**config.mk**
```make
export PLATFORM = sky130hd
export DESIGN_NAME = source_text_tokenizer
export DESIGN_NICKNAME = d
export VERILOG_FILES = /design/src/rtl/stt_pkg.sv /design/src/rtl/stt_front.sv /design/src/rtl/stt_queue.sv /design/src/rtl/stt_back.sv /design/src/rtl/source_text_tokenizer.sv
export SDC_FILE = /design/constraint.sdc
export NUM_CORES = 1
export LEC_CHECK = 0
export ABC_CLOCK_PERIOD_IN_PS = 35500
export BUFFER_PORTS_ARGS = -buffer_cell sky130_fd_sc_hd__buf_2
export CORE_MARGIN = 2
export CORE_UTILIZATION = 45
export CTS_BUF_LIST = sky130_fd_sc_hd__clkbuf_8 sky130_fd_sc_hd__clkbuf_16
export CTS_CLUSTER_DIAMETER = 80
export DETAILED_ROUTE_END_ITERATION = 8
export GPL_ROUTABILITY_DRIVEN = 0
export PLACE_DENSITY = 0.65
export SLEW_MARGIN = 0
export SYNTH_ARGS = -nofsm -noshare
export SYNTH_HDL_FRONTEND = slang
export SYNTH_SLANG_ARGS = --single-unit
```
**constraint.sdc**
```tcl
create_clock -name clk_i -period 35.5 [get_ports clk_i]
set_clock_uncertainty 0.15 [all_clocks]
set_input_delay 1.775 -clock clk_i [delete_from_list [all_inputs] [get_ports clk_i]]
set_output_delay 1.775 -clock clk_i [all_outputs]
set_load 0.005 [all_outputs]
```
**src/rtl/stt_pkg.sv**
```systemverilog
`timescale 1ns / 1ps
`default_nettype none
// ----------------------------------------------------------------------------
// stt_pkg: shared types and constants of the source text tokenizer
// Token kinds, error codes and the result record passed front to back.
// ----------------------------------------------------------------------------
package stt_pkg;

  localparam int unsigned KindW = 6;
  localparam int unsigned ErrW  = 3;
  localparam int unsigned LenW  = 16;
  localparam int unsigned IvalW = 31;

  localparam logic [KindW-1:0] K_END    = 6'd0;
  localparam logic [KindW-1:0] K_IDENT  = 6'd1;
  localparam logic [KindW-1:0] K_FN     = 6'd2;
  localparam logic [KindW-1:0] K_LET    = 6'd3;
  localparam logic [KindW-1:0] K_IF     = 6'd4;
  localparam logic [KindW-1:0] K_ELSE   = 6'd5;
  localparam logic [KindW-1:0] K_RETURN = 6'd6;
  localparam logic [KindW-1:0] K_BOOL   = 6'd7;
  localparam logic [KindW-1:0] K_INT    = 6'd8;
  localparam logic [KindW-1:0] K_DEC    = 6'd9;
  localparam logic [KindW-1:0] K_CHAR   = 6'd10;
  localparam logic [KindW-1:0] K_STR    = 6'd11;
  localparam logic [KindW-1:0] K_SBYTE  = 6'd12;
  localparam logic [KindW-1:0] K_PLUS   = 6'd13;
  localparam logic [KindW-1:0] K_MINUS  = 6'd14;
  localparam logic [KindW-1:0] K_STAR   = 6'd15;
  localparam logic [KindW-1:0] K_SLASH  = 6'd16;
  localparam logic [KindW-1:0] K_LPAR   = 6'd17;
  localparam logic [KindW-1:0] K_RPAR   = 6'd18;
  localparam logic [KindW-1:0] K_LBRACE = 6'd19;
  localparam logic [KindW-1:0] K_RBRACE = 6'd20;
  localparam logic [KindW-1:0] K_LBRK   = 6'd21;
  localparam logic [KindW-1:0] K_RBRK   = 6'd22;
  localparam logic [KindW-1:0] K_COMMA  = 6'd23;
  localparam logic [KindW-1:0] K_SEMI   = 6'd24;
  localparam logic [KindW-1:0] K_COLON  = 6'd25;
  localparam logic [KindW-1:0] K_ASSIGN = 6'd26;
  localparam logic [KindW-1:0] K_NOT    = 6'd28;
  localparam logic [KindW-1:0] K_LT     = 6'd30;
  localparam logic [KindW-1:0] K_GT     = 6'd32;
  localparam logic [KindW-1:0] K_ERROR  = 6'd34;

  localparam logic [ErrW-1:0] E_NONE     = 3'd0;
  localparam logic [ErrW-1:0] E_BADCHAR  = 3'd1;
  localparam logic [ErrW-1:0] E_OPENCHAR = 3'd2;
  localparam logic [ErrW-1:0] E_OPENESC  = 3'd3;
  localparam logic [ErrW-1:0] E_NOQUOTE  = 3'd4;
  localparam logic [ErrW-1:0] E_OPENSTR  = 3'd5;

  localparam int unsigned MaxRes = 3;

  // 16 bit positions on the ports; internal counters may be wider/narrower
  typedef struct packed {
    logic [KindW-1:0] kind;
    logic [ErrW-1:0]  err;
    logic [15:0]      line;
    logic [15:0]      col;
    logic [IvalW-1:0] ival;
    logic             ovf;
    logic [7:0]       byte_v;
    logic             bval;
    logic [LenW-1:0]  len;
  } tok_t;

  // one transaction's worth of results
  typedef struct packed {
    logic [1:0]  n;
    tok_t [2:0]  r;
  } bundle_t;

  function automatic logic [7:0] unescape(input logic [7:0] b);
    logic [7:0] r;
    r = b;
    if (b == 8'h6e) r = 8'd10;
    else if (b == 8'h74) r = 8'd9;
    else if (b == 8'h72) r = 8'd13;
    else if (b == 8'h30) r = 8'd0;
    return r;
  endfunction

endpackage
`default_nettype wire

```
**src/rtl/stt_front.sv**
```systemverilog
`timescale 1ns / 1ps
`default_nettype none
// ----------------------------------------------------------------------------
// stt_front: scanner
// Classifies each byte, keeps the scan state and forms up to three results.
// ----------------------------------------------------------------------------
module stt_front import stt_pkg::*; #(
  parameter int unsigned POSITION_BITS = 16,
  parameter int unsigned INT_BITS      = 32
) (
  input  wire logic        clk_i,
  input  wire logic        rst_ni,
  input  wire logic        in_valid_i,
  output logic             in_ready_o,
  input  wire logic        cmd_i,
  input  wire logic [7:0]  byte_i,
  output logic             q_valid_o,
  input  wire logic        q_ready_i,
  output bundle_t          q_data_o
);

  typedef enum logic [3:0] {
    M_IDLE, M_IDENT, M_INT, M_INT_DOT, M_DECIMAL, M_SLASH, M_COMMENT, M_OP,
    M_CHAR_OPEN, M_CHAR_ESC, M_CHAR_CLOSE, M_STRING, M_STRING_ESC
  } mode_e;

  localparam logic [POSITION_BITS-1:0] PosLim = {POSITION_BITS{1'b1}};
  localparam logic [POSITION_BITS-1:0] PosOne = POSITION_BITS'(1);
  localparam int unsigned AccW = INT_BITS - 1;
  localparam logic [AccW-1:0] IntLim = {AccW{1'b1}};
  localparam logic [LenW-1:0] LenLim = {LenW{1'b1}};

  mode_e mode_q, mode_d;
  logic [POSITION_BITS-1:0] line_q, line_d, col_q, col_d, tline_q, tline_d, tcol_q, tcol_d;
  logic [LenW-1:0] tlen_q, tlen_d;
  logic [AccW-1:0] acc_q, acc_d;
  logic ovf_q, ovf_d, kwlong_q, kwlong_d, halt_q, halt_d;
  logic [47:0] kw_q, kw_d;
  logic [7:0] pend_q, pend_d;
  bundle_t out_d;

  logic fire;
  assign in_ready_o = q_ready_i;
  assign fire = in_valid_i && q_ready_i;
  assign q_valid_o = fire && (out_d.n != 2'd0);
  assign q_data_o = out_d;

  // ports carry the low 16 bits of a position
  function automatic logic [15:0] p16(input logic [POSITION_BITS-1:0] v);
    return 16'(v);
  endfunction

  function automatic logic [POSITION_BITS-1:0] pinc(input logic [POSITION_BITS-1:0] v);
    return (v == PosLim) ? v : v + PosOne;
  endfunction

  function automatic logic [LenW-1:0] linc(input logic [LenW-1:0] v);
    return (v == LenLim) ? v : v + 1'b1;
  endfunction

  function automatic logic is_alpha(input logic [7:0] b);
    return (b >= 8'h61 && b <= 8'h7a) || (b >= 8'h41 && b <= 8'h5a) || b == 8'h5f;
  endfunction

  function automatic logic is_digit(input logic [7:0] b);
    return b >= 8'h30 && b <= 8'h39;
  endfunction

  // appended result of the current step
  tok_t res [MaxRes];
  logic [1:0] cnt;

  logic [AccW+3:0] acc_x10;
  logic [AccW+3:0] acc_sum;
  always_comb begin
    acc_x10 = {1'b0, acc_q, 3'b000} + {3'b000, acc_q, 1'b0};
    acc_sum = acc_x10 + (AccW+4)'(byte_i - 8'h30);
  end

  // keyword match on packed buffer
  logic [KindW-1:0] id_kind;
  logic id_bool;
  always_comb begin
    id_kind = K_IDENT;
    id_bool = 1'b0;
    if (!kwlong_q) begin
      if (kw_q == 48'h666e) id_kind = K_FN;
      else if (kw_q == 48'h6c6574) id_kind = K_LET;
      else if (kw_q == 48'h6966) id_kind = K_IF;
      else if (kw_q == 48'h656c7365) id_kind = K_ELSE;
      else if (kw_q == 48'h72657475726e) id_kind = K_RETURN;
      else if (kw_q == 48'h74727565) begin
        id_kind = K_BOOL; id_bool = 1'b1;
      end else if (kw_q == 48'h66616c7365) id_kind = K_BOOL;
    end
  end

  logic [IvalW-1:0] acc_out;
  assign acc_out = IvalW'(acc_q);

  always_comb begin
    tok_t t;
    logic repro, emitted;
    logic [7:0] b;
    t = '0;
    repro = 1'b0;
    emitted = 1'b0;
    b = byte_i;
    mode_d = mode_q; line_d = line_q; col_d = col_q; tline_d = tline_q; tcol_d = tcol_q;
    tlen_d = tlen_q; acc_d = acc_q; ovf_d = ovf_q; kwlong_d = kwlong_q; halt_d = halt_q;
    kw_d = kw_q; pend_d = pend_q;
    for (int i = 0; i < MaxRes; i++) res[i] = '0;
    cnt = 2'd0;

    if (cmd_i) begin
      // flush pending token
      t = '0; t.line = p16(tline_q); t.col = p16(tcol_q); t.len = tlen_q;
      unique case (mode_q)
        M_IDENT: begin t.kind = id_kind; t.bval = id_bool; res[0] = t; cnt = 2'd1; end
        M_INT: begin t.kind = K_INT; t.ival = acc_out; t.ovf = ovf_q; res[0] = t; cnt = 2'd1; end
        M_INT_DOT: begin
          t.kind = K_INT; t.ival = acc_out; t.ovf = ovf_q; res[0] = t;
          t = '0; t.kind = K_ERROR; t.err = E_BADCHAR; t.line = p16(line_q);
          t.col = p16(col_q); res[1] = t; cnt = 2'd2;
        end
        M_DECIMAL: begin t.kind = K_DEC; res[0] = t; cnt = 2'd1; end
        M_SLASH: begin t.kind = K_SLASH; t.len = 16'd1; res[0] = t; cnt = 2'd1; end
        M_OP: begin t.kind = pend_q[KindW-1:0]; t.len = 16'd1; res[0] = t; cnt = 2'd1; end
        M_CHAR_OPEN, M_CHAR_ESC, M_CHAR_CLOSE, M_STRING, M_STRING_ESC: begin
          t = '0; t.kind = K_ERROR; t.line = p16(line_q); t.col = p16(col_q);
          t.err = (mode_q == M_CHAR_OPEN) ? E_OPENCHAR :
                  (mode_q == M_CHAR_ESC) ? E_OPENESC :
                  (mode_q == M_CHAR_CLOSE) ? E_NOQUOTE : E_OPENSTR;
          res[0] = t; cnt = 2'd1;
        end
        default: ;
      endcase
      t = '0; t.kind = K_END; t.line = p16(line_q); t.col = p16(col_q);
      res[cnt] = t; cnt = cnt + 2'd1;
      mode_d = M_IDLE; line_d = PosOne; col_d = PosOne; tline_d = PosOne; tcol_d = PosOne;
      tlen_d = '0; acc_d = '0; ovf_d = 1'b0; kwlong_d = 1'b0; halt_d = 1'b0;
      kw_d = '0; pend_d = '0;
    end else if (!halt_q) begin
      unique case (mode_q)
        M_IDENT: begin
          if (is_alpha(b) || is_digit(b)) begin
            if (tlen_q < 16'd6) kw_d = {kw_q[39:0], b};
            else kwlong_d = 1'b1;
            tlen_d = linc(tlen_q);
          end else begin
            t = '0; t.kind = id_kind; t.bval = id_bool; t.len = tlen_q;
            t.line = p16(tline_q); t.col = p16(tcol_q); res[0] = t; cnt = 2'd1;
            repro = 1'b1;
          end
        end
        M_INT: begin
          if (is_digit(b)) begin
            if (!ovf_q && acc_sum <= (AccW+4)'(IntLim)) acc_d = acc_sum[AccW-1:0];
            else begin acc_d = IntLim; ovf_d = 1'b1; end
            tlen_d = linc(tlen_q);
          end else if (b == 8'h2e) mode_d = M_INT_DOT;
          else begin
            t = '0; t.kind = K_INT; t.ival = acc_out; t.ovf = ovf_q; t.len = tlen_q;
            t.line = p16(tline_q); t.col = p16(tcol_q); res[0] = t; cnt = 2'd1;
            repro = 1'b1;
          end
        end
        M_INT_DOT: begin
          if (is_digit(b)) begin
            mode_d = M_DECIMAL; tlen_d = linc(linc(tlen_q));
          end else begin
            t = '0; t.kind = K_INT; t.ival = acc_out; t.ovf = ovf_q; t.len = tlen_q;
            t.line = p16(tline_q); t.col = p16(tcol_q); res[0] = t;
            t = '0; t.kind = K_ERROR; t.err = E_BADCHAR; t.line = p16(line_q);
            t.col = p16(col_q); res[1] = t; cnt = 2'd2;
            halt_d = 1'b1; mode_d = M_IDLE;
          end
        end
        M_DECIMAL: begin
          if (is_digit(b)) tlen_d = linc(tlen_q);
          else begin
            t = '0; t.kind = K_DEC; t.len = tlen_q;
            t.line = p16(tline_q); t.col = p16(tcol_q); res[0] = t; cnt = 2'd1;
            repro = 1'b1;
          end
        end
        M_SLASH: begin
          if (b == 8'h2f) mode_d = M_COMMENT;
          else begin
            t = '0; t.kind = K_SLASH; t.len = 16'd1;
            t.line = p16(tline_q); t.col = p16(tcol_q); res[0] = t; cnt = 2'd1;
            repro = 1'b1;
          end
        end
        M_COMMENT: if (b == 8'h0a) mode_d = M_IDLE;
        M_OP: begin
          t = '0; t.line = p16(tline_q); t.col = p16(tcol_q);
          if (b == 8'h3d) begin
            t.kind = pend_q[KindW-1:0] + 1'b1; t.len = 16'd2; mode_d = M_IDLE;
          end else begin
            t.kind = pend_q[KindW-1:0]; t.len = 16'd1; repro = 1'b1;
          end
          res[0] = t; cnt = 2'd1;
        end
        M_CHAR_OPEN: begin
          tlen_d = linc(tlen_q);
          if (b == 8'h5c) mode_d = M_CHAR_ESC;
          else begin pend_d = b; mode_d = M_CHAR_CLOSE; end
        end
        M_CHAR_ESC: begin
          tlen_d = linc(tlen_q); pend_d = unescape(b); mode_d = M_CHAR_CLOSE;
        end
        M_CHAR_CLOSE: begin
          t = '0; t.line = p16(tline_q); t.col = p16(tcol_q);
          if (b == 8'h27) begin
            tlen_d = linc(tlen_q);
            t.kind = K_CHAR; t.len = linc(tlen_q); t.byte_v = pend_q; mode_d = M_IDLE;
          end else begin
            t.kind = K_ERROR; t.err = E_NOQUOTE; t.line = p16(line_q); t.col = p16(col_q);
            halt_d = 1'b1; mode_d = M_IDLE;
          end
          res[0] = t; cnt = 2'd1;
        end
        M_STRING: begin
          tlen_d = linc(tlen_q);
          t = '0; t.line = p16(tline_q); t.col = p16(tcol_q);
          if (b == 8'h22) begin
            t.kind = K_STR; t.len = linc(tlen_q); mode_d = M_IDLE; res[0] = t; cnt = 2'd1;
          end else if (b == 8'h5c) mode_d = M_STRING_ESC;
          else begin t.kind = K_SBYTE; t.byte_v = b; res[0] = t; cnt = 2'd1; end
        end
        M_STRING_ESC: begin
          tlen_d = linc(tlen_q);
          t = '0; t.line = p16(tline_q); t.col = p16(tcol_q);
          t.kind = K_SBYTE; t.byte_v = unescape(b); res[0] = t; cnt = 2'd1;
          mode_d = M_STRING;
        end
        default: repro = 1'b1;
      endcase

      if (repro) begin
        mode_d = M_IDLE;
        t = '0; t.line = p16(line_q); t.col = p16(col_q); t.len = 16'd1;
        emitted = 1'b1;
        priority if (b == 8'h20 || b == 8'h09 || b == 8'h0d || b == 8'h0a) emitted = 1'b0;
        else if (is_alpha(b)) begin
          emitted = 1'b0; mode_d = M_IDENT; kw_d = {40'd0, b}; kwlong_d = 1'b0;
        end else if (is_digit(b)) begin
          emitted = 1'b0; mode_d = M_INT; ovf_d = 1'b0; acc_d = AccW'(b - 8'h30);
        end else if (b == 8'h2f) begin emitted = 1'b0; mode_d = M_SLASH; end
        else if (b == 8'h27) begin emitted = 1'b0; mode_d = M_CHAR_OPEN; end
        else if (b == 8'h22) begin emitted = 1'b0; mode_d = M_STRING; end
        else if (b == 8'h3d) begin emitted = 1'b0; mode_d = M_OP; pend_d = 8'(K_ASSIGN); end
        else if (b == 8'h21) begin emitted = 1'b0; mode_d = M_OP; pend_d = 8'(K_NOT); end
        else if (b == 8'h3c) begin emitted = 1'b0; mode_d = M_OP; pend_d = 8'(K_LT); end
        else if (b == 8'h3e) begin emitted = 1'b0; mode_d = M_OP; pend_d = 8'(K_GT); end
        else if (b == 8'h7b) t.kind = K_LBRACE;
        else if (b == 8'h7d) t.kind = K_RBRACE;
        else if (b == 8'h2b) t.kind = K_PLUS;
        else if (b == 8'h2d) t.kind = K_MINUS;
        else if (b == 8'h2a) t.kind = K_STAR;
        else if (b == 8'h28) t.kind = K_LPAR;
        else if (b == 8'h29) t.kind = K_RPAR;
        else if (b == 8'h5b) t.kind = K_LBRK;
        else if (b == 8'h5d) t.kind = K_RBRK;
        else if (b == 8'h2c) t.kind = K_COMMA;
        else if (b == 8'h3b) t.kind = K_SEMI;
        else if (b == 8'h3a) t.kind = K_COLON;
        else begin
          t.kind = K_ERROR; t.err = E_BADCHAR; t.len = '0;
          t.col = p16(pinc(col_q)); halt_d = 1'b1;
        end
        if (!(b == 8'h20 || b == 8'h09 || b == 8'h0d || b == 8'h0a) && t.kind != K_ERROR) begin
          tline_d = line_q; tcol_d = col_q; tlen_d = 16'd1;
        end
        if (emitted) begin res[cnt] = t; cnt = cnt + 2'd1; end
      end

      if (!halt_d) begin
        if (b == 8'h0a) begin line_d = pinc(line_q); col_d = PosOne; end
        else col_d = pinc(col_q);
      end
    end

    out_d.n = cnt;
    out_d.r[0] = res[0];
    out_d.r[1] = res[1];
    out_d.r[2] = res[2];
  end

  always_ff @(posedge clk_i or negedge rst_ni) begin
    if (!rst_ni) begin
      mode_q <= M_IDLE; line_q <= PosOne; col_q <= PosOne; tline_q <= PosOne;
      tcol_q <= PosOne; tlen_q <= '0; acc_q <= '0; ovf_q <= 1'b0; kwlong_q <= 1'b0;
      halt_q <= 1'b0; kw_q <= '0; pend_q <= '0;
    end else if (fire) begin
      mode_q <= mode_d; line_q <= line_d; col_q <= col_d; tline_q <= tline_d;
      tcol_q <= tcol_d; tlen_q <= tlen_d; acc_q <= acc_d; ovf_q <= ovf_d;
      kwlong_q <= kwlong_d; halt_q <= halt_d; kw_q <= kw_d; pend_q <= pend_d;
    end
  end

endmodule
`default_nettype wire

```
**src/rtl/stt_queue.sv**
```systemverilog
`timescale 1ns / 1ps
`default_nettype none
// ----------------------------------------------------------------------------
// stt_queue: two-entry bundle queue
// Decouples the scanner from the result serialiser.
// ----------------------------------------------------------------------------
module stt_queue import stt_pkg::*; (
  input  wire logic    clk_i,
  input  wire logic    rst_ni,
  input  wire logic    wr_valid_i,
  output logic         wr_ready_o,
  input  wire bundle_t wr_data_i,
  output logic         rd_valid_o,
  input  wire logic    rd_ready_i,
  output bundle_t      rd_data_o
);

  bundle_t mem_q [2];
  logic wp_q, rp_q;
  logic [1:0] cnt_q;
  logic wr, rd;

  assign wr_ready_o = (cnt_q != 2'd2);
  assign rd_valid_o = (cnt_q != 2'd0);
  assign rd_data_o  = mem_q[rp_q];
  assign wr = wr_valid_i && wr_ready_o;
  assign rd = rd_valid_o && rd_ready_i;

  always_ff @(posedge clk_i) begin
    if (wr) mem_q[wp_q] <= wr_data_i;
  end

  always_ff @(posedge clk_i or negedge rst_ni) begin
    if (!rst_ni) begin
      wp_q <= 1'b0; rp_q <= 1'b0; cnt_q <= 2'd0;
    end else begin
      if (wr) wp_q <= ~wp_q;
      if (rd) rp_q <= ~rp_q;
      cnt_q <= cnt_q + {1'b0, wr} - {1'b0, rd};
    end
  end

endmodule
`default_nettype wire

```
**src/rtl/stt_back.sv**
```systemverilog
`timescale 1ns / 1ps
`default_nettype none
// ----------------------------------------------------------------------------
// stt_back: result serialiser
// Sends the results of one bundle one per transaction, marking the last.
// ----------------------------------------------------------------------------
module stt_back import stt_pkg::*; (
  input  wire logic    clk_i,
  input  wire logic    rst_ni,
  input  wire logic    b_valid_i,
  output logic         b_ready_o,
  input  wire bundle_t b_data_i,
  output logic         m_valid_o,
  input  wire logic    m_ready_i,
  output tok_t         m_tok_o,
  output logic         m_last_o
);

  logic [1:0] idx_q;
  logic last;

  assign last      = (idx_q + 2'd1 == b_data_i.n);
  assign m_valid_o = b_valid_i;
  assign m_tok_o   = b_data_i.r[idx_q];
  assign m_last_o  = last;
  assign b_ready_o = m_ready_i && last;

  always_ff @(posedge clk_i or negedge rst_ni) begin
    if (!rst_ni) idx_q <= 2'd0;
    else if (b_valid_i && m_ready_i) idx_q <= last ? 2'd0 : idx_q + 2'd1;
  end

endmodule
`default_nettype wire

```
**src/rtl/source_text_tokenizer.sv**
```systemverilog
`timescale 1ns / 1ps
`default_nettype none
// ----------------------------------------------------------------------------
// source_text_tokenizer: streaming lexer
// Bytes in, tokens out with position, length and literal values.
// ----------------------------------------------------------------------------
//  channel | dir | tdata                         | tuser       | tlast
//  s_axis  | in  | text_byte[7:0]                | command     | -
//  m_axis  | out | token fields (see port below) | error_code  | last
//
// A byte is taken every cycle while the queue has room; the scanner decides
// in the same cycle and writes up to three results as one bundle, if any.
// A byte's results leave from the queue register, after any earlier bundles.
// The output side sends one result per cycle while m_axis_tready is high, so a
// byte giving n results needs n transfers; the two-entry queue absorbs bursts.
// Reset puts the scanner between tokens at line 1, column 1, queue empty.
// Either side may stall freely; nothing is lost.
// ----------------------------------------------------------------------------
module source_text_tokenizer import stt_pkg::*; #(
  parameter int unsigned POSITION_BITS = 16,
  parameter int unsigned INT_BITS      = 32
) (
  input  wire logic         clk_i,
  input  wire logic         rst_ni,
  input  wire logic         s_axis_tvalid,
  output logic              s_axis_tready,
  input  wire logic [7:0]   s_axis_tdata,   // text_byte
  input  wire logic         s_axis_tuser,   // command
  output logic              m_axis_tvalid,
  input  wire logic         m_axis_tready,
  // token_kind[5:0], start_line[21:6], start_column[37:22], int_val[68:38],
  // value_overflow[69], byte_value[77:70], bool_val[78], lexeme_length[94:79]
  output logic [95:0]       m_axis_tdata,
  output logic [2:0]        m_axis_tuser,   // error_code
  output logic              m_axis_tlast
);

  bundle_t fq_data, qb_data;
  logic fq_valid, fq_ready, qb_valid, qb_ready;
  tok_t tok;

  stt_front #(.POSITION_BITS(POSITION_BITS), .INT_BITS(INT_BITS)) u_front (
    .clk_i, .rst_ni,
    .in_valid_i(s_axis_tvalid), .in_ready_o(s_axis_tready),
    .cmd_i(s_axis_tuser), .byte_i(s_axis_tdata),
    .q_valid_o(fq_valid), .q_ready_i(fq_ready), .q_data_o(fq_data)
  );

  stt_queue u_queue (
    .clk_i, .rst_ni,
    .wr_valid_i(fq_valid), .wr_ready_o(fq_ready), .wr_data_i(fq_data),
    .rd_valid_o(qb_valid), .rd_ready_i(qb_ready), .rd_data_o(qb_data)
  );

  stt_back u_back (
    .clk_i, .rst_ni,
    .b_valid_i(qb_valid), .b_ready_o(qb_ready), .b_data_i(qb_data),
    .m_valid_o(m_axis_tvalid), .m_ready_i(m_axis_tready),
    .m_tok_o(tok), .m_last_o(m_axis_tlast)
  );

  assign m_axis_tdata = {1'b0, tok.len, tok.bval, tok.byte_v, tok.ovf, tok.ival,
                         tok.col, tok.line, tok.kind};
  assign m_axis_tuser = tok.err;

endmodule
`default_nettype wire

```
# Word level (Yosys, flattened, before mapping)
# Memories as Yosys holds them, arrays and structs flattened.
# Index checks and enable logic that the tools add are counted.
word_totals:
  mem_count: 1
  ff_bits: 180
  ramBits: 592
  input_bits: 13
  word_cells: 469
op_classes:
  bitwise_logic: 4
  muxes: 317
  eq_ne: 65
  n_lt_le_gt_ge: 13
  addsub: 14
  reduce_logical: 39
memory_table:
  columns: ["name", "words", "width", "rd", "rd_ports_with_merged_regs", "wr", "line_no", "text"]
  rows:
  - ["u_queue.mem_q", 2, 296, 1, 0, 1, "stt_queue.sv:18", "bundle_t mem_q [2];"]
ops:
  columns: ["op", "n"]
  rows:
  - ["two-way mux 98 bit", 14]
  - ["two-way mux 16 bit", 78]
  - ["two-way mux 294 bit", 4]
  - ["one-hot mux 98 bit (9 select lines)", 1]
  - ["bitwise mux 294 bit", 2]
  - ["one-hot mux 98 bit (6 select lines)", 1]
  - ["demux 98 bit (select 2 bit)", 2]
  - ["two-way mux 48 bit", 8]
  - ["two-way mux 96 bit", 3]
  - ["two-way mux 31 bit", 9]
  - ["binary-select mux 98 bit (select 2 bit)", 1]
  - ["two-way mux 194 bit", 1]
  - ["two-way mux 8 bit", 19]
  - ["== test 8 x 6 -> 1 bit (second input constant)", 18]
  - ["two-way mux 6 bit", 21]
  - ["two-way mux 9 bit", 13]
  - ["two-way mux 97 bit", 1]
  - ["== test 48 x 15 -> 1 bit (second input constant)", 2]
  - ["== test 48 x 31 -> 1 bit (second input constant)", 2]
  - ["two-way mux 1 bit", 83]
  - ["one-hot mux 16 bit (5 select lines)", 1]
  - ["two-way mux 4 bit", 19]
  - ["== test 8 x 7 -> 1 bit (second input constant)", 9]
  - ["adder 16 x 1 -> 16 bit (second input constant)", 4]
  - ["58 further kinds", 136]

# Depth between registers and ports, before layout
# Gate-level depths: netlist of run 1.
depth:
  word_depth: 32
  mapped_depth: 17
  mapped_depth_nobuf: 15

# Cells and area by module
# From an unflattened synthesis of run 1, not the netlist that was laid out.
unflattened:
  hier_cells: 3773
  area_unflattened_um2: 43191.4
modules_own_cells:
  columns: ["mod", "area_per_inst_um2", "cells_each", "instances", "seq_area_each_um2"]
  rows:
  - ["stt_queue", 22504.1, 938, 1, 17877.1]
  - ["stt_front", 18448.9, 2489, 1, 4359.2]
  - ["stt_back", 2227.1, 344, 1, 50.0]
  - ["source_text_tokenizer", 11.3, 2, 1, 0.0]

# Least setup slack after synthesis of run 1
# OpenSTA, ideal clock, no wires.
synth_path:
  path_kind: "input to register"
  startpoint: "input port s_axis_tdata[4]"
  endpoint: "memory u_queue.mem_q[0][0] (netlist name) (enable)"
  path_slack_ns: 22.353
  t_arrival_ns: 12.257
  stages: 14
  path_cell_list: "inv_1 -> ha_1 -> or3b_1 -> buf_6 -> o2111ai_4 -> o21ai_2 -> or4b_1 -> buf_2 -> o2111a_2 -> buf_6 -> nand4_1 -> o211ai_1 -> a31oi_4 -> nor2b_1"
synth_via:
  elab_chain_cells: 23
  word_cells_on_any_way: 72
synth_lines:
  columns: ["item", "line_no", "text"]
  rows:
  - ["from (decl)", "source_text_tokenizer.sv:27", "input wire logic [7:0] s_axis_tdata,"]
  - ["== test 8 x 6 -> 1 bit", "stt_front.sv:256", "else if (b == 8'h3e) begin emitted = 1'b0; mode_d = M_OP; pend_d = 8'(K_GT); end"]
  - ["two-way mux 1 bit", "stt_front.sv:256", null]
  - ["two-way mux 1 bit", "stt_front.sv:255", "else if (b == 8'h3c) begin emitted = 1'b0; mode_d = M_OP; pend_d = 8'(K_LT); end"]
  - ["two-way mux 1 bit", "stt_front.sv:254", "else if (b == 8'h21) begin emitted = 1'b0; mode_d = M_OP; pend_d = 8'(K_NOT); end"]
  - ["two-way mux 1 bit", "stt_front.sv:253", "else if (b == 8'h3d) begin emitted = 1'b0; mode_d = M_OP; pend_d = 8'(K_ASSIGN); end"]
  - ["two-way mux 1 bit", "stt_front.sv:252", "else if (b == 8'h22) begin emitted = 1'b0; mode_d = M_STRING; end"]
  - ["two-way mux 1 bit", "stt_front.sv:251", "else if (b == 8'h27) begin emitted = 1'b0; mode_d = M_CHAR_OPEN; end"]
  - ["two-way mux 1 bit", "stt_front.sv:250", "end else if (b == 8'h2f) begin emitted = 1'b0; mode_d = M_SLASH; end"]
  - ["[8 not listed]", null, null]
  - ["two-way mux 2 bit *", "stt_front.sv:143", "end else if (!halt_q) begin"]
  - ["two-way mux 2 bit *", "stt_front.sv:115", "if (cmd_i) begin"]
  - ["nonzero test 2 bit *", "stt_front.sv:45", "assign q_valid_o = fire && (out_d.n != 2'd0);"]
  - ["logical AND 1 bit *", "stt_front.sv:45", null]
  - ["logical AND 1 bit *", "stt_queue.sv:26", "assign wr = wr_valid_i && wr_ready_o;"]
  - ["via u_queue.wr", "stt_queue.sv:21", "logic wr, rd;"]
  - ["two-way mux 1 bit *", "stt_queue.sv:30", "if (wr) mem_q[wp_q] <= wr_data_i;"]
  - ["two-way mux 1 bit (implied by the code) *", "stt_queue.sv:30", null]
  - ["to (decl)", "stt_queue.sv:18", null]
# Mark *: on every way through the listed nets, which the timed path passes. The rest lies on a longest branch. The select of a mux whose other input is x is not followed.

# Worst setup path in the final report of run 1
layout_path:
  startpoint: "input port s_axis_tdata[4]"
  endpoint: "memory u_queue.mem_q[0][32] (netlist name) (enable)"
# The elaborated chain is that of the path after synthesis.

==> flow_summary.ini, run 1 <==
[clock_network]
hold_buffers = 0
numCtsBuffers = 58
cts_tree = yes
cts_buffer_depth = 3
htree_num_levels = 2
clkTransAtPathRegs_ps = 60
postCtsSetupBuffers = 0
clock_latency_ps = 640
cts.sinks = 536
clockRootBuffer = clkbuf_16
postCtsResizedCells = 0

[grt]
track_usage = 0.2473
grt_pass1_wl_microns = 138600
grt_pass1_vias = 24020
grt_max_degree = 77
grt_antenna_before_repair = 1
grt_overflow_total = 0

[timing]
min_period_over_period = 0.2009
rsz0062_at_grt = false
hold_viol_final = 0
setup_tns_ps = 0
setup_viol = 0
tightestPinTransition_ps = 1294
relSlewSlack = 0.1322
maxSlewViolCount = 0
worst_slack_ps = 28370
max_freq_mhz = 140.2
timing.final.crit_period_ps = 7131

[floorplanning]
dieArea_sq_um = 70750
start_util = 0.4527
ios = 115
num_rows = 96
core_sq_um = 68230
die_w_microns = 266.0
die_h_microns = 266.0

[job]
maxCapViolations = 0

[place]
dp_hpwl_microns = 60850
io_buffers = 113
dp_worst_setup_slack_ps = 27840
dpl_cell_area_sq_um = 32000

[yosys]
ys_seq_area_frac = 0.4921
yosysWarningCount = 0
syn-num-nets = 3076
ys_types = 112
synth-async-reset-ratio = 0.3358
syn-instance-count = 2978
synth_ff_type = edfxtp_1
avgSynthCellArea_sq_um = 10.37
synth_seq_cells = 536
synth_edf_count = 356
synth_area_sq_um = 30890

[power_and_ir_drop]
power_mw = 2.127
power_density_nw_per_um2 = 62.79
irDropWorstVdd_mv = 0.04717
power.leakage_nw = 12.96

[outcome]
outcome = finished, final reports clean

[layout]
nets = 3077
syn2layout_area_growth_pct = 9.694
drive_above_1_share = 0.1136
design_area_sq_um = 33880
postLayoutCoreUtil = 0.4966

[route]
drc_errors = 0
vias = 24880
viasPerCell = 6.359
routed_wirelength_microns = 88590
drt-pass1-iter-count = 7
ant_nets = 0
wl_per_cell_microns = 22.64
drt_iter0_drc = 2876

[worst_setup_path]
setup.worst_path.end_class = register
rrSetupSlack_ps = 29510
crit_required_ps = 35590
crit_fanout = 73
worst_setup_path_start_kind = primary input
critical_path_arrival_ps = 7220
crit_type = primary input to register

[worst_hold_path]
hp-class = register to register
==> cells in the mapped netlist (7+ instances only) <==
cell type	count	area, sq um
mux4_2	38	855.8
a211oi_1	18	135.1
fa_1	30	600.6
nor2b_1	47	294.0
a22oi_1	33	247.7
o221ai_1	13	113.9
o311ai_0	9	78.83
a22o_1	72	630.6
buf_2	35	175.2
o21ai_1	12	60.06
a21o_1	43	322.8
nand2_1	261	979.7
ha_1	55	688.2
edfxtp_1	356	10690
mux2i_1	110	1101
or3_1	13	81.33
nor4_1	27	168.9
a21oi_1	159	795.8
o211ai_1	13	97.59
dfrtp_1	176	4404
a221oi_1	8	70.07
nor3b_1	7	52.55
xor2_1	34	297.8
a31oi_1	33	206.5
o31ai_1	44	330.3
clkbuf_1	139	521.8
and3_1	23	143.9
nor3_1	66	330.3
a2111oi_0	13	113.9
buf_1	20	75.07
nor2_1	263	987.2
o21a_1	14	105.1
nand3_1	67	335.3
nand2b_1	25	156.4
or2_2	16	100.1
o22ai_1	60	375.4
and2_1	55	344.1
or4_1	12	90.09
inv_1	100	375.4
xnor2_1	38	332.8
a221o_1	13	130.1
o21ai_0	216	1081
o21bai_1	7	52.55
nand4_1	33	206.5
==> worst max-delay path: stages <==
cell	delay (ps)
buf_2	190
ha_1	390
o211ai_1	250
and2_1	800
a211oi_1	210
or4b_1	670
o2111a_2	430
nand4_1	140
o211ai_1	140
a31oi_4	260
nor2b_4	900
buf_4	910
==> per-layer routing <==
layer | track usage | vias to the layer above | wire length, microns
li1 | - | 11200 | -
met1 | 0.3402 | 12200 | 37140
met2 | 0.3888 | 1226 | 40340
met3 | 0.04473 | 256 | 7194
met4 | 0.09839 | 0 | 3907
met5 | 0 | - | 0
==> layout make-up <==
type / instances / area [sq um]
diodes: 1 / 2.502
clock buffers: 63 / 1520
clock inverters: 47 / 360.3
fillers: 6062 / 34340
inverters: 102 / 382.9
multi-input cells: 2137 / 14500
flip-flops and latches: 536 / 15210
well taps: 882 / 1104
repair buffers: 144 / 807.0
==> logic make-up after synthesis <==
logic type / synth area share
compound gates: 0.1859
xor+xnor: 0.02042
other cells: 0.0001214
mux: 0.06481
simple gates: 0.1551
buf+inv: 0.03986
flops: 0.4921
fa+ha+maj: 0.04172
==> sequential cells by signal (all words and copies together) (netlist names) <==
signal,count
u_front.ovf_q,1
u_front.tline_q,16
u_front.line_q,16
u_front.kw_q,48
u_front.mode_q,4
u_queue.wp_q,1
u_front.acc_out,31
u_queue.cnt_q,2
u_front.tcol_q,16
u_queue.rp_q,1
u_front.tlen_q,16
u_front.col_q,16
u_front.halt_q,1
u_front.kwlong_q,1
u_queue.mem_q,356
u_back.idx_q,2
u_front.pend_q,8
==> cell usage in the layout (no fill, tap or decap), types with 25 or more instances in the layout <==
master	synthesis	routed
xor2_1	34	34
mux2i_1	110	110
a22oi_1	33	33
ha_1	55	55
o21ai_0	216	215
nor2b_1	47	46
buf_4	5	31
clkbuf_16	0	58
mux4_2	38	38
a21o_1	43	43
inv_1	100	118
dfrtp_1	176	173
nand2_1	261	260
xnor2_1	38	38
nand3_1	67	67
a21oi_1	159	158
nand2b_1	25	25
edfxtp_1	356	356
nor3_1	66	66
buf_2	35	112
a22o_1	72	72
o31ai_1	44	44
nand4_1	33	33
nor2_1	263	261
fa_1	30	30
o22ai_1	60	59
a31oi_1	33	33
nor4_1	27	27
and2_1	55	54
==> final timing paths <==
kind,start,endpoint,depth (start not counted)
min,u_front.tcol_q[10],u_front.tcol_q[10],2
max in group asynchronous,rst_ni,u_queue.rp_q,2
min in group asynchronous,rst_ni,u_front.kw_q[27],1
max,s_axis_tdata[4],u_queue.mem_q[0][32],12
min reg2reg,u_front.tcol_q[10],u_front.tcol_q[10],2
max reg2reg,u_front.mode_q[2],u_queue.mem_q[0][32],11
==> report_power, final <==
| part | total, mW | internal, mW | switching [mW] |
|---|---|---|---|
| Combinational | 0.706 | 0.255 | 0.451 |
| Clock | 0.586 | 0.331 | 0.254 |
| Sequential | 0.836 | 0.772 | 0.0644 |
| Total | 2.13 | 1.36 | 0.770 |
==> through the flow <==
step	hold slack, ps	cells
2_1_floorplan	300.3	2978
3_3_place_gp	312.3	3801
3_5_place_dp	322.1	3801
4_1_cts	334.3	3911
5_1_grt	357.0	3912
6_report	330.5	3912
No activity file was read; power rests on OpenSTA's default activity.
==> run 2, diff against run 1 <==
--- a/config.mk
+++ b/config.mk
@@ -5,7 +5,7 @@
 export SDC_FILE = /design/constraint.sdc
 export NUM_CORES = 1
 export LEC_CHECK = 0
-export ABC_CLOCK_PERIOD_IN_PS = 35500
+export ABC_CLOCK_PERIOD_IN_PS = 6000
 export BUFFER_PORTS_ARGS = -buffer_cell sky130_fd_sc_hd__buf_2
 export CORE_MARGIN = 2
 export CORE_UTILIZATION = 45
@@ -13,7 +13,7 @@
 export CTS_CLUSTER_DIAMETER = 80
 export DETAILED_ROUTE_END_ITERATION = 8
 export GPL_ROUTABILITY_DRIVEN = 0
-export PLACE_DENSITY = 0.65
+export PLACE_DENSITY = 0.67
 export SLEW_MARGIN = 0
 export SYNTH_ARGS = -nofsm -noshare
 export SYNTH_HDL_FRONTEND = slang
==> constraint.sdc (replaced) <==
create_clock -name clk_i -period 6 [get_ports clk_i]
set_clock_uncertainty 0.15 [all_clocks]
set_input_delay 0.3 -clock clk_i [delete_from_list [all_inputs] [get_ports clk_i]]
set_output_delay 0.3 -clock clk_i [all_outputs]
set_load 0.005 [all_outputs]
==> flow_summary.ini, run 2 (synthesized netlist as in run 1, its figures left out) <==
[clock_network]
clkTransAtPathRegs_ps = 60
cts_tree = yes
cts_buffer_depth = 3
htree_num_levels = 2
clockRootBuffer = clkbuf_16
clock_latency_ps = 640
cts.sinks = 536
numCtsBuffers = 60

[floorplanning]
core_sq_um = 68230
dieArea_sq_um = 70750
start_util = 0.4527
die_w_microns = 266.0
ios = 115
die_h_microns = 266.0
num_rows = 96

[outcome]
outcome = finished, final reports clean

[worst_setup_path]
setup.worst_path.end_class = register
rrSetupSlack_ps = 1000
crit_type = primary input to register
startpoint = s_axis_tdata[4]
crit_fanout = 27
critPathCapture = u_front.acc_out[23]
rr_startpoint = u_front.mode_q[3]
crit_required_ps = 6350
critical_path_arrival_ps = 5690
rr_worst_depth = 10
reg2reg_to = u_queue.mem_q[1][52]
worst_setup_path_start_kind = primary input

[timing]
maxSlewViolCount = 0
max_freq_mhz = 187.3
hold-worst-slack_ps = 75.48
min_period_over_period = 0.8900
timing.final.crit_period_ps = 5340
setup_viol = 0
rsz0062_at_grt = false
tightestPinTransition_ps = 1263
relSlewSlack = 0.1531
hold_viol_final = 0

[layout]
fillers = 6072
largest_register_ffs = 356
layout_common_cells = edfxtp_1 (356), nor2_1 (261), nand2_1 (260), o21ai_0 (216), dfrtp_1 (173)
final_common_cell = edfxtp_1
syn2layout_area_growth_pct = 11.64
drive_above_1_share = 0.1245
top_register = u_queue.mem_q
nets = 3107
antenna_cells = 0

[route]
vias = 25230
ant_nets = 0
drt-pass1-iter-count = 6
drt_iter0_drc = 3356
drc_errors = 0
viasPerCell = 6.398
wl_per_cell_microns = 22.91
routed_wirelength_microns = 90340

[grt]
grt_max_degree = 91
grt_pass1_wl_microns = 140600
track_usage = 0.2517
grt_overflow_total = 0
grt_antenna_before_repair = 1
grt_pass1_vias = 24480

[power_and_ir_drop]
power_mw = 13.14
power.leakage_nw = 13.22
irDropWorstVdd_mv = 0.2536
power_density_nw_per_um2 = 381.1

[place]
dp_hpwl_microns = 62400
io_buffers = 113

[job]
maxCapViolations = 0

[worst_hold_path]
hp-class = primary input to register
-- run 2: changes by cell type in the layout (fill, tap and decap cells not counted), moves of 5 or more --
| cell | delta |
|---|---|
| buf_12 | +8 |
| buf_4 | +13 |
| clkbuf_16 | +5 |
| dlygate4sd3_1 | +7 |
| inv_1 | -9 |
-- run 2: worst min-delay path by stage --
stage	cells after the start	from	endpoint	slack, ps
3_3_place_gp	1	rst_ni	u_front.kw_q[28]	270
4_1_cts	3	s_axis_tdata[0]	u_front.acc_out[0]	20
2_1_floorplan	0	rst_ni	u_back.idx_q[0]	-150
3_5_place_dp	1	rst_ni	u_front.tlen_q[6]	260
6_report	3	s_axis_tdata[0]	u_front.acc_out[0]	80
5_1_grt	3	s_axis_tdata[0]	u_front.acc_out[0]	80
-- run 2: layout make-up --
| class | instances | area, sq um | area share |
|---|---|---|---|
| flip-flops and latches | 536 | 15210 | 0.4410 |
| inverters | 102 | 395.4 | 0.01147 |
| clock buffers | 71 | 1687 | 0.04891 |
| multi-input cells | 2137 | 14510 | 0.4208 |
| clock inverters | 43 | 445.4 | 0.01292 |
| repair buffers | 172 | 1135 | 0.03291 |
| well taps | 882 | 1104 | 0.03200 |
-- run 2: critical path: stages --
cell and delay (ps):
dlygate4sd3_1 530, buf_2 230, ha_1 390, nor2_2 150, buf_4 400, fa_1 510
ha_1 480, and4_1 310, nand3_1 160, a2111oi_0 560, nor4_1 100, o32ai_1 250
nand3_1 530, a2111oi_0 620, nor3_1 130
-- run 2: timing repair --
item	CTS	global route
resized for setup	0	0
buffers inserted	0	0
endpoints found under the hold margin	96	0
hold buffers	7	0
endpoints found under the setup margin	0	0
-- run 2: per-layer routing --
layer	global-route usage	vias up	share of wire
li1	-	11250	-
met1	0.3433	12300	0.41
met2	0.4011	1414	0.46
met3	0.04898	263	0.098
met4	0.09034	2	0.036
met5	0	-	0.00014
-- run 2: power by group --
| group | switching (mW) | internal (mW) |
|---|---|---|
| Clock | 1.60 | 2.29 |
| Sequential | 0.382 | 4.55 |
| Combinational | 2.75 | 1.58 |
-- run 2: metrics by stage --
stage	worst slack (ps)	std cells	area (sq um)	util	setup TNS [ps]
floorplan	-108.0	2978	30930	-	-19220
global placement	872.8	3822	32280	0.4732	0
detailed placement	721.9	3822	32280	0.4732	0
CTS	761.7	3943	34480	0.5054	0
global route	260.9	3943	34480	0.5054	0
finish	659.7	3943	34480	0.5054	0
